`config.mk`:
```
export PLATFORM = sky130hd
export DESIGN_NAME = sha256_message_hasher
export DESIGN_NICKNAME = d
export VERILOG_FILES = /design/src/sha_pkg.sv /design/src/sha256_message_hasher.sv /design/src/sha_core.sv
export SDC_FILE = /design/constraint.sdc
export NUM_CORES = 2
export LEC_CHECK = 0
export BUFFER_PORTS_ARGS = -buffer_cell sky130_fd_sc_hd__clkbuf_2
export CORE_MARGIN = 8
export CORE_UTILIZATION = 45
export CTS_CLUSTER_SIZE = 20
export DETAILED_ROUTE_END_ITERATION = 16
export SKIP_LAST_GASP = 1
export SYNTH_ARGS = -nofsm -noshare
export SYNTH_HDL_FRONTEND = slang
export SYNTH_HIERARCHICAL = 1
export SYNTH_SLANG_ARGS = --single-unit
```
`constraint.sdc`:
```
create_clock -name clk -period 26.6 [get_ports clk]
set_input_delay 1.33 -clock clk [delete_from_list [all_inputs] [get_ports clk]]
set_output_delay 1.33 -clock clk [all_outputs]
set_load 0.1 [all_outputs]
```
`src/sha_pkg.sv`:
```
`timescale 1ns / 1ps

package sha_pkg;

  localparam int BLOCK_BYTES = 64;
  localparam int WORDS = 16;
  localparam int ROUNDS = 64;
  localparam int LEN_OFFSET = 56;
  localparam logic [7:0] PAD_MARK = 8'h80;

  localparam logic [31:0] INIT_HASH [8] = '{
    32'h6a09e667, 32'hbb67ae85, 32'h3c6ef372, 32'ha54ff53a,
    32'h510e527f, 32'h9b05688c, 32'h1f83d9ab, 32'h5be0cd19
  };

  localparam logic [31:0] ROUND_K [ROUNDS] = '{
    32'h428a2f98, 32'h71374491, 32'hb5c0fbcf, 32'he9b5dba5,
    32'h3956c25b, 32'h59f111f1, 32'h923f82a4, 32'hab1c5ed5,
    32'hd807aa98, 32'h12835b01, 32'h243185be, 32'h550c7dc3,
    32'h72be5d74, 32'h80deb1fe, 32'h9bdc06a7, 32'hc19bf174,
    32'he49b69c1, 32'hefbe4786, 32'h0fc19dc6, 32'h240ca1cc,
    32'h2de92c6f, 32'h4a7484aa, 32'h5cb0a9dc, 32'h76f988da,
    32'h983e5152, 32'ha831c66d, 32'hb00327c8, 32'hbf597fc7,
    32'hc6e00bf3, 32'hd5a79147, 32'h06ca6351, 32'h14292967,
    32'h27b70a85, 32'h2e1b2138, 32'h4d2c6dfc, 32'h53380d13,
    32'h650a7354, 32'h766a0abb, 32'h81c2c92e, 32'h92722c85,
    32'ha2bfe8a1, 32'ha81a664b, 32'hc24b8b70, 32'hc76c51a3,
    32'hd192e819, 32'hd6990624, 32'hf40e3585, 32'h106aa070,
    32'h19a4c116, 32'h1e376c08, 32'h2748774c, 32'h34b0bcb5,
    32'h391c0cb3, 32'h4ed8aa4a, 32'h5b9cca4f, 32'h682e6ff3,
    32'h748f82ee, 32'h78a5636f, 32'h84c87814, 32'h8cc70208,
    32'h90befffa, 32'ha4506ceb, 32'hbef9a3f7, 32'hc67178f2
  };

  // Requests from the byte sequencer to the compression core
  typedef struct packed {
    logic       wr_en;
    logic [5:0] wr_pos;
    logic [7:0] wr_byte;
    logic       start;
    logic       init;
  } core_ctrl_t;

  typedef struct packed {
    logic busy;
    logic done;
  } core_stat_t;

endpackage

```
`src/sha256_message_hasher.sv`:
```
`timescale 1ns / 1ps

// SHA-256 over a byte stream.
// Input channel s_*: one request per byte. s_tuser set means s_tdata holds a
// message byte; s_tlast ends the message (with or without a byte).
// Output channel m_*: one digest per message, digest_word0 in the lowest bits.
// Bytes are taken at one per cycle while s_tready is high, into a 16-word
// block store. Each full block runs through one shared round unit at one
// round per cycle: 64 rounds, then a fold into the chain, during which
// s_tready is low.
// On the last request the sequencer writes padding one byte per cycle,
// then compresses one or two more blocks before the digest appears.
// s_tready stays low while the digest waits; a stall on m_tready just holds
// the digest. Once taken, the chain returns to the initial hash values.
// Reset clears the byte count and the bit count, loads the chain with the
// initial hash values, and leaves the block ready for a new message.

module sha256_message_hasher (
  input  logic         clk,
  input  logic         rst,
  input  logic         s_tvalid,
  output logic         s_tready,
  input  logic [7:0]   s_tdata,   // data_byte
  input  logic         s_tuser,   // byte_valid
  input  logic         s_tlast,   // last_byte
  output logic         m_tvalid,
  input  logic         m_tready,
  output logic [255:0] m_tdata    // digest_word0 .. digest_word7, 32 bits each
);
  import sha_pkg::*;

  typedef enum logic [2:0] {S_IDLE, S_BLK, S_PAD, S_PADBLK, S_OUT} state_t;

  state_t     state;
  logic [5:0] fill;
  logic [63:0] bits;
  logic [5:0] pos;
  logic       marked;
  logic       len_flag;
  logic       pend_last;

  core_ctrl_t ctrl;
  core_stat_t stat;
  logic       in_acc;
  logic [7:0] pad_byte;

  assign in_acc   = s_tvalid && s_tready;
  assign s_tready = (state == S_IDLE);
  assign m_tvalid = (state == S_OUT);

  always_comb begin
    if (!marked)                                  pad_byte = PAD_MARK;
    else if (len_flag && pos >= 6'(LEN_OFFSET))   pad_byte = bits[63:56];
    else                                          pad_byte = '0;
  end

  always_comb begin
    ctrl = '0;
    unique case (state)
      S_IDLE: begin
        ctrl.wr_en   = in_acc && s_tuser;
        ctrl.wr_pos  = fill;
        ctrl.wr_byte = s_tdata;
        ctrl.start   = in_acc && s_tuser && (fill == 6'(BLOCK_BYTES - 1));
      end
      S_PAD: begin
        ctrl.wr_en   = 1'b1;
        ctrl.wr_pos  = pos;
        ctrl.wr_byte = pad_byte;
        ctrl.start   = (pos == 6'(BLOCK_BYTES - 1));
      end
      S_OUT:   ctrl.init = m_tready;
      default: ctrl = '0;
    endcase
  end

  always_ff @(posedge clk) begin
    if (rst) begin
      state     <= S_IDLE;
      fill      <= '0;
      bits      <= '0;
      pos       <= '0;
      marked    <= 1'b0;
      len_flag  <= 1'b0;
      pend_last <= 1'b0;
    end else begin
      unique case (state)
        S_IDLE: begin
          if (in_acc) begin
            pend_last <= s_tlast;
            marked    <= 1'b0;
            if (s_tuser) begin
              fill <= fill + 6'd1;
              bits <= bits + 64'd8;
              if (fill == 6'(BLOCK_BYTES - 1)) begin
                state <= S_BLK;
              end else if (s_tlast) begin
                pos      <= fill + 6'd1;
                len_flag <= (fill + 6'd1) < 6'(LEN_OFFSET);
                state    <= S_PAD;
              end
            end else if (s_tlast) begin
              pos      <= fill;
              len_flag <= fill < 6'(LEN_OFFSET);
              state    <= S_PAD;
            end
          end
        end
        S_BLK: begin
          if (stat.done) begin
            if (pend_last) begin
              pos      <= '0;
              len_flag <= 1'b1;
              state    <= S_PAD;
            end else begin
              state <= S_IDLE;
            end
          end
        end
        S_PAD: begin
          marked <= 1'b1;
          pos    <= pos + 6'd1;
          // shift out the big-endian length one byte at a time
          if (marked && len_flag && pos >= 6'(LEN_OFFSET)) bits <= bits << 8;
          if (pos == 6'(BLOCK_BYTES - 1)) state <= S_PADBLK;
        end
        S_PADBLK: begin
          if (stat.done) begin
            if (len_flag) begin
              state <= S_OUT;
            end else begin
              pos      <= '0;
              len_flag <= 1'b1;
              state    <= S_PAD;
            end
          end
        end
        S_OUT: begin
          if (m_tready) begin
            fill  <= '0;
            bits  <= '0;
            state <= S_IDLE;
          end
        end
        default: state <= S_IDLE;
      endcase
    end
  end

  sha_core u_core (
    .clk        (clk),
    .rst        (rst),
    .ctrl       (ctrl),
    .stat       (stat),
    .chain_flat (m_tdata)
  );

  a_no_input_while_out: assert property (@(posedge clk) disable iff (rst)
    m_tvalid |-> !s_tready)
    else $error("input accepted while digest pending");

  a_write_when_idle: assert property (@(posedge clk) disable iff (rst)
    (ctrl.wr_en || ctrl.start) |-> !stat.busy)
    else $error("block store written while core busy");

  a_clear_after_out: assert property (@(posedge clk) disable iff (rst)
    (m_tvalid && m_tready) |=> (fill == '0 && bits == '0 && !stat.busy))
    else $error("counters not cleared after digest");

  a_done_in_wait: assert property (@(posedge clk) disable iff (rst)
    stat.done |-> (state == S_BLK || state == S_PADBLK))
    else $error("compression finished outside a wait state");

endmodule

```
`src/sha_core.sv`:
```
`timescale 1ns / 1ps

module sha_core (
  input  logic               clk,
  input  logic               rst,
  input  sha_pkg::core_ctrl_t ctrl,
  output sha_pkg::core_stat_t stat,
  output logic [255:0]       chain_flat
);
  import sha_pkg::*;

  typedef enum logic [1:0] {C_IDLE, C_ROUND, C_FOLD} cstate_t;

  cstate_t     state;
  logic [5:0]  rnd;
  logic [31:0] w [WORDS];
  logic [31:0] v [8];
  logic [31:0] chain [8];

  logic [31:0] big0, big1, choose, major, t1, t2, s0, s1, w_new;

  always_comb begin
    big1   = {v[4][5:0], v[4][31:6]} ^ {v[4][10:0], v[4][31:11]} ^
             {v[4][24:0], v[4][31:25]};
    choose = (v[4] & v[5]) ^ (~v[4] & v[6]);
    t1     = v[7] + big1 + choose + ROUND_K[rnd] + w[0];
    big0   = {v[0][1:0], v[0][31:2]} ^ {v[0][12:0], v[0][31:13]} ^
             {v[0][21:0], v[0][31:22]};
    major  = (v[0] & v[1]) ^ (v[0] & v[2]) ^ (v[1] & v[2]);
    t2     = big0 + major;
    s0     = {w[1][6:0], w[1][31:7]} ^ {w[1][17:0], w[1][31:18]} ^ (w[1] >> 3);
    s1     = {w[14][16:0], w[14][31:17]} ^ {w[14][18:0], w[14][31:19]} ^
             (w[14] >> 10);
    w_new  = w[0] + s0 + w[9] + s1;
  end

  always_ff @(posedge clk) begin
    if (rst) begin
      state <= C_IDLE;
      rnd   <= '0;
      for (int i = 0; i < 8; i++) chain[i] <= INIT_HASH[i];
    end else begin
      unique case (state)
        C_IDLE: begin
          if (ctrl.init) begin
            for (int i = 0; i < 8; i++) chain[i] <= INIT_HASH[i];
          end
          if (ctrl.start) begin
            for (int i = 0; i < 8; i++) v[i] <= chain[i];
            rnd   <= '0;
            state <= C_ROUND;
          end
        end
        C_ROUND: begin
          v[7] <= v[6];
          v[6] <= v[5];
          v[5] <= v[4];
          v[4] <= v[3] + t1;
          v[3] <= v[2];
          v[2] <= v[1];
          v[1] <= v[0];
          v[0] <= t1 + t2;
          rnd  <= rnd + 6'd1;
          if (rnd == 6'(ROUNDS - 1)) state <= C_FOLD;
        end
        C_FOLD: begin
          for (int i = 0; i < 8; i++) chain[i] <= chain[i] + v[i];
          state <= C_IDLE;
        end
        default: state <= C_IDLE;
      endcase
    end
  end

  // Message words: byte writes while idle, schedule shift during rounds
  always_ff @(posedge clk) begin
    if (state == C_ROUND) begin
      for (int i = 0; i < WORDS - 1; i++) w[i] <= w[i + 1];
      w[WORDS - 1] <= w_new;
    end else if (ctrl.wr_en) begin
      w[ctrl.wr_pos[5:2]][{~ctrl.wr_pos[1:0], 3'b000} +: 8] <= ctrl.wr_byte;
    end
  end

  assign stat.busy = (state != C_IDLE);
  assign stat.done = (state == C_FOLD);

  always_comb begin
    for (int i = 0; i < 8; i++) chain_flat[32 * i +: 32] = chain[i];
  end

endmodule
```
Yosys cells after proc, flatten, opt, wreduce, memory -nomap -nowiden
Memories as Yosys holds them, arrays and structs flattened.
Cells that the tools add are included.
- register bits after elaboration: 90
- RAM bits: 1024
- memory bits (read-only): 2048
- logic and storage cells: 231
- memories: 4
- add/sub/neg operators: 23
- magnitude comparators: 4
- eq/ne operators: 23
- shift operators: 2
- mux-type cells: 99
- bitwise gates (word level): 43
- reductions and logical operators: 24
- memories (name ; words ; width ; read ports ; clocked after Yosys merged registers in ; write ports ; RTL line ; text):
    (name not given) ; 64 ; 32 ; 1 ; 0 ; 0 ; sha_core.sv:26 ; t1 = v[7] + big1 + choose + ROUND_K[rnd] + w[0];
    u_core.w ; 16 ; 32 ; 16 ; 0 ; 16 ; sha_core.sv:16 ; logic [31:0] w [WORDS];
    u_core.chain ; 8 ; 32 ; 8 ; 0 ; 8 ; sha_core.sv:18 ; logic [31:0] chain [8];
    u_core.v ; 8 ; 32 ; 8 ; 0 ; 8 ; sha_core.sv:17 ; logic [31:0] v [8];
- operators by type and width (kind ; number):
    $mux W32 ; 29
    $add A32 B32 Y32 ; 18
    $xor A32 B32 Y32 ; 9
    $mux W64 ; 4
    $pmux W64 S3 ; 1
    $and A32 B32 Y32 ; 5
    $mux W6 ; 13
    $add A64 B4 Y64 const B ; 1
    $not A32 Y32 ; 1
    $pmux W16 S2 ; 1
    $reduce_or A32 Y1 ; 1
    $shift A8 B7 Y32 const A ; 1
    $shiftx A8 B7 Y32 ; 1
    $xor A32 B22 Y32 ; 1
    $xor A32 B29 Y32 ; 1
    $mux W1 ; 29
    $mux W3 ; 9
    $or A1 B1 Y1 ; 24
    $pmux W6 S2 ; 2
    $pmux W6 S4 ; 1
    $add A6 B1 Y6 const B ; 3
    $eq A6 B6 Y1 const B ; 3
    $mux W8 ; 2
    $pmux W3 S5 ; 1
    31 further kinds ; 57

Longest topological paths before layout
- depth after elaboration: 11
- mapped depth: 39

Modules after synthesis
Netlist, hierarchy kept.
- by module, submodules not included (module ; times used ; cells each ; area each (sq um) ; seq. area each (sq um)):
    sha_core ; 1 ; 7175 ; 69013.7 ; 30589.3
    sha256_message_hasher ; 1 ; 760 ; 5425.2 ; 1581.5

Least setup slack after synthesis
No wires, ideal clock.
- path type: input to register
- start: in s_tuser
- end: mem u_core.v[0][0] (enable)
- library setup time: 0.879 ns
- data arrival time: 13.123 ns
- slack: 12.598 ns
- stages: 6
- path buffers: 1
- path through: clkbuf_1 > and2_1 > nand2_1 > o31ai_1 > o21bai_1 > nor2_1
- RTL lines (what ; RTL line ; text):
    start: declaration ; sha256_message_hasher.sv:24 ; input logic s_tuser,
    end: declaration ; sha_core.sv:17 ;

==> results.json <==
{
  "status": "completed",
  "critPathMaxFanout": 26,
  "die_area_um2": 179000,
  "layout-area-overhead-vs-synth_pct": 10.1,
  "nNetsFinal": 8599,
  "core_um2": 165000,
  "drt-initial-drc-count": 5873,
  "die_h_um": 423,
  "clock_power_share_pct": 41.4,
  "slowest_stage": "nor2_1",
  "start_kind": "register",
  "wl_per_cell_um": 25.8,
  "combPwrFrac_pct": 14.8,
  "syn_inst": 7934,
  "fillers": 15457,
  "sw_frac_of_total_pct": 28.7,
  "clk_pin_slew_ps": 60,
  "p_leak_nw": 32.4,
  "wirelength_um": 265000,
  "clockBufferDepth": 3,
  "ant_nets": 0,
  "cts_buffers": 133,
  "power.internal_mw": 3.16,
  "routabilityCongestion": 0.998,
  "grt_pass1_wl_um": 390000,
  "cp.arrival_ps": 10700,
  "maxSlewHeadroom_pct": 21.0,
  "stdcell_count": 10285,
  "rsz0062_at_grt": "false",
  "post_cts.repair.setup_buffers": 0,
  "drc": 0,
  "hold_path_class": "register to register",
  "slew_viol_final": 0,
  "worst_pin_slew_ps": 1180,
  "grt_overflow": 0,
  "clkLatencyLatePin_ps": 800,
  "synth_nets": 8542,
  "grtUsageTotal_pct": 28.5,
  "ios": 272,
  "power_density_nw_per_um2": 54.1,
  "cts_hold_buffers": 0,
  "numPortBuffers": 271,
  "timing.final.crit_share_pct": 37.8,
  "crit_top_cell": "fa_1",
  "hold_depth": 2,
  "drt-pass1-iter-count": 6,
  "grt_pass1_vias": 58426,
  "htreeDepth": 4,
  "dp.cells": 10045,
  "worst_r2r_path_depth": 34,
  "cap_viol_max_count": 0,
  "timing.fmax_mhz": 99.6,
  "cts_resized": 0,
  "avgSynthCellArea_um2": 9.38,
  "endpoint_kind": "register",
  "power_frac_seq_pct": 43.9,
  "timing.clock.skew_ps": 36.7,
  "vias": 61901,
  "floorplan.initialDensity_pct": 45.2,
  "peakVddDrop_v": 0.0000683,
  "antenna_found_initial": 3,
  "cts_sinks": 1111,
  "vias_per_cell": 6.02,
  "cts_root_buffer": "clkbuf_16",
  "setup_viol": 0,
  "dp_hpwl_um": 197000,
  "synth_area_um2": 74400,
  "required_ps": 27250,
  "crit_type": "register to register",
  "max_stage_delay_ps": 700,
  "finalHoldViolCount": 0,
  "setup_tns_ps": 0,
  "grt_max_degree": 200,
  "min_period_ps": 10050,
  "post_route_cells_drive_above_1_share_pct": 7.98,
  "ys_warn_count": 6,
  "cts_tree": "built",
  "row_count": 149,
  "fp.dieW_um": 423,
  "netSwitchingPower_mw": 1.27
}
power by group through the flow:
stage	registers [mW]	logic, mW	clock network (mW)
after floorplan	2.09	0.376	0
after global placement	1.98	0.643	0
after detailed placement	1.98	0.647	0
after CTS	1.94	0.651	1.87
after global routing	1.95	0.708	1.93
final	1.94	0.655	1.83
layout make-up:
type,count,area (um^2),share of cell area [%]
multi-input combinational,6129,39800,48.6
sequential,1111,32200,39.3
clock buffer,171,3580,4.37
tap,2189,2740,3.34
timing repair buffer,337,1870,2.28
inverter,279,1050,1.28
clock inverter,68,724,0.884
antenna,1,2.50,0.00305
routing by layer:
layer / vias up / wire length, um / track usage [%]
met5: - / 12 / 0
met2: 2585 / 120000 / 45.2
li1: 28435 / - / -
met1: 30337 / 112000 / 38.2
met3: 542 / 18900 / 4.47
met4: 2 / 14500 / 13.7
state kept, by name, indices dropped and copies added (netlist names):
name	flops
u_core/w	512
u_core/chain	256
u_core/v	256
bits	61
fill	6
pos	6
u_core/rnd	6
state	3
u_core/state	2
len_flag	1
marked	1
pend_last	1
layout by cell type, fill, tap and decap left out, types with 19 or more instances in the layout:
| cell | instances |
|---|---|
| clkbuf_1 | 29 |
| or4_1 | 19 |
| dfxtp_1 | 115 |
| nor3_1 | 116 |
| o31ai_1 | 49 |
| buf_4 | 66 |
| nand2b_1 | 78 |
| fa_1 | 195 |
| nor2b_1 | 60 |
| nand4_1 | 55 |
| nand2_1 | 1733 |
| edfxtp_1 | 992 |
| clkbuf_2 | 270 |
| and2_1 | 41 |
| nor4_1 | 29 |
| a211oi_1 | 59 |
| mux2_2 | 27 |
| o21a_1 | 69 |
| a31oi_1 | 50 |
| o21bai_1 | 41 |
| mux2i_1 | 40 |
| xor2_1 | 153 |
| and3_1 | 49 |
| ha_1 | 399 |
| a21o_1 | 171 |
| clkbuf_16 | 135 |
| a211o_1 | 21 |
| nand3_1 | 151 |
| clkinv_1 | 22 |
| a21oi_1 | 373 |
| o22ai_1 | 26 |
| xnor2_1 | 379 |
| o211ai_1 | 61 |
| or3_1 | 46 |
| maj3_1 | 22 |
| o21ai_0 | 855 |
| nor2_1 | 396 |
| inv_1 | 277 |
worst paths after layout:
path	slack, ps	start	to
hold / removal	500	pend_last	pend_last
setup / recovery	16550	u_core/rnd[1]	u_core/v[0][29]
hold reg to reg	500	pend_last	pend_last
setup reg to reg	16550	u_core/rnd[1]	u_core/v[0][29]
per-stage QoR:
| step | utilization (%) | hold WS, ps | total power, mW | cell area (um^2) | setup slack [ps] |
|---|---|---|---|---|---|
| floorplan | - | 446 | 2.47 | 74400 | 12600 |
| global placement | 47.1 | 465 | 2.62 | 77600 | 16600 |
| detailed placement | 47.1 | 487 | 2.63 | 77600 | 16680 |
| CTS | 49.8 | 499 | 4.47 | 81900 | 16610 |
| global route | 49.8 | 510 | 4.59 | 81900 | 15960 |
| finish | 49.8 | 497 | 4.43 | 81900 | 16550 |
critical path: cells and delay by family (launching register included):
family                     cells  cell delay, ps
AOI/OAI and AO/OA             13            3000
adders and majority gates      8            3620
and+or+nand+nor                9            2190
DFF                            1             310
buffers and inverters          4             750
Note: power is estimated with default switching activity, not from simulation.
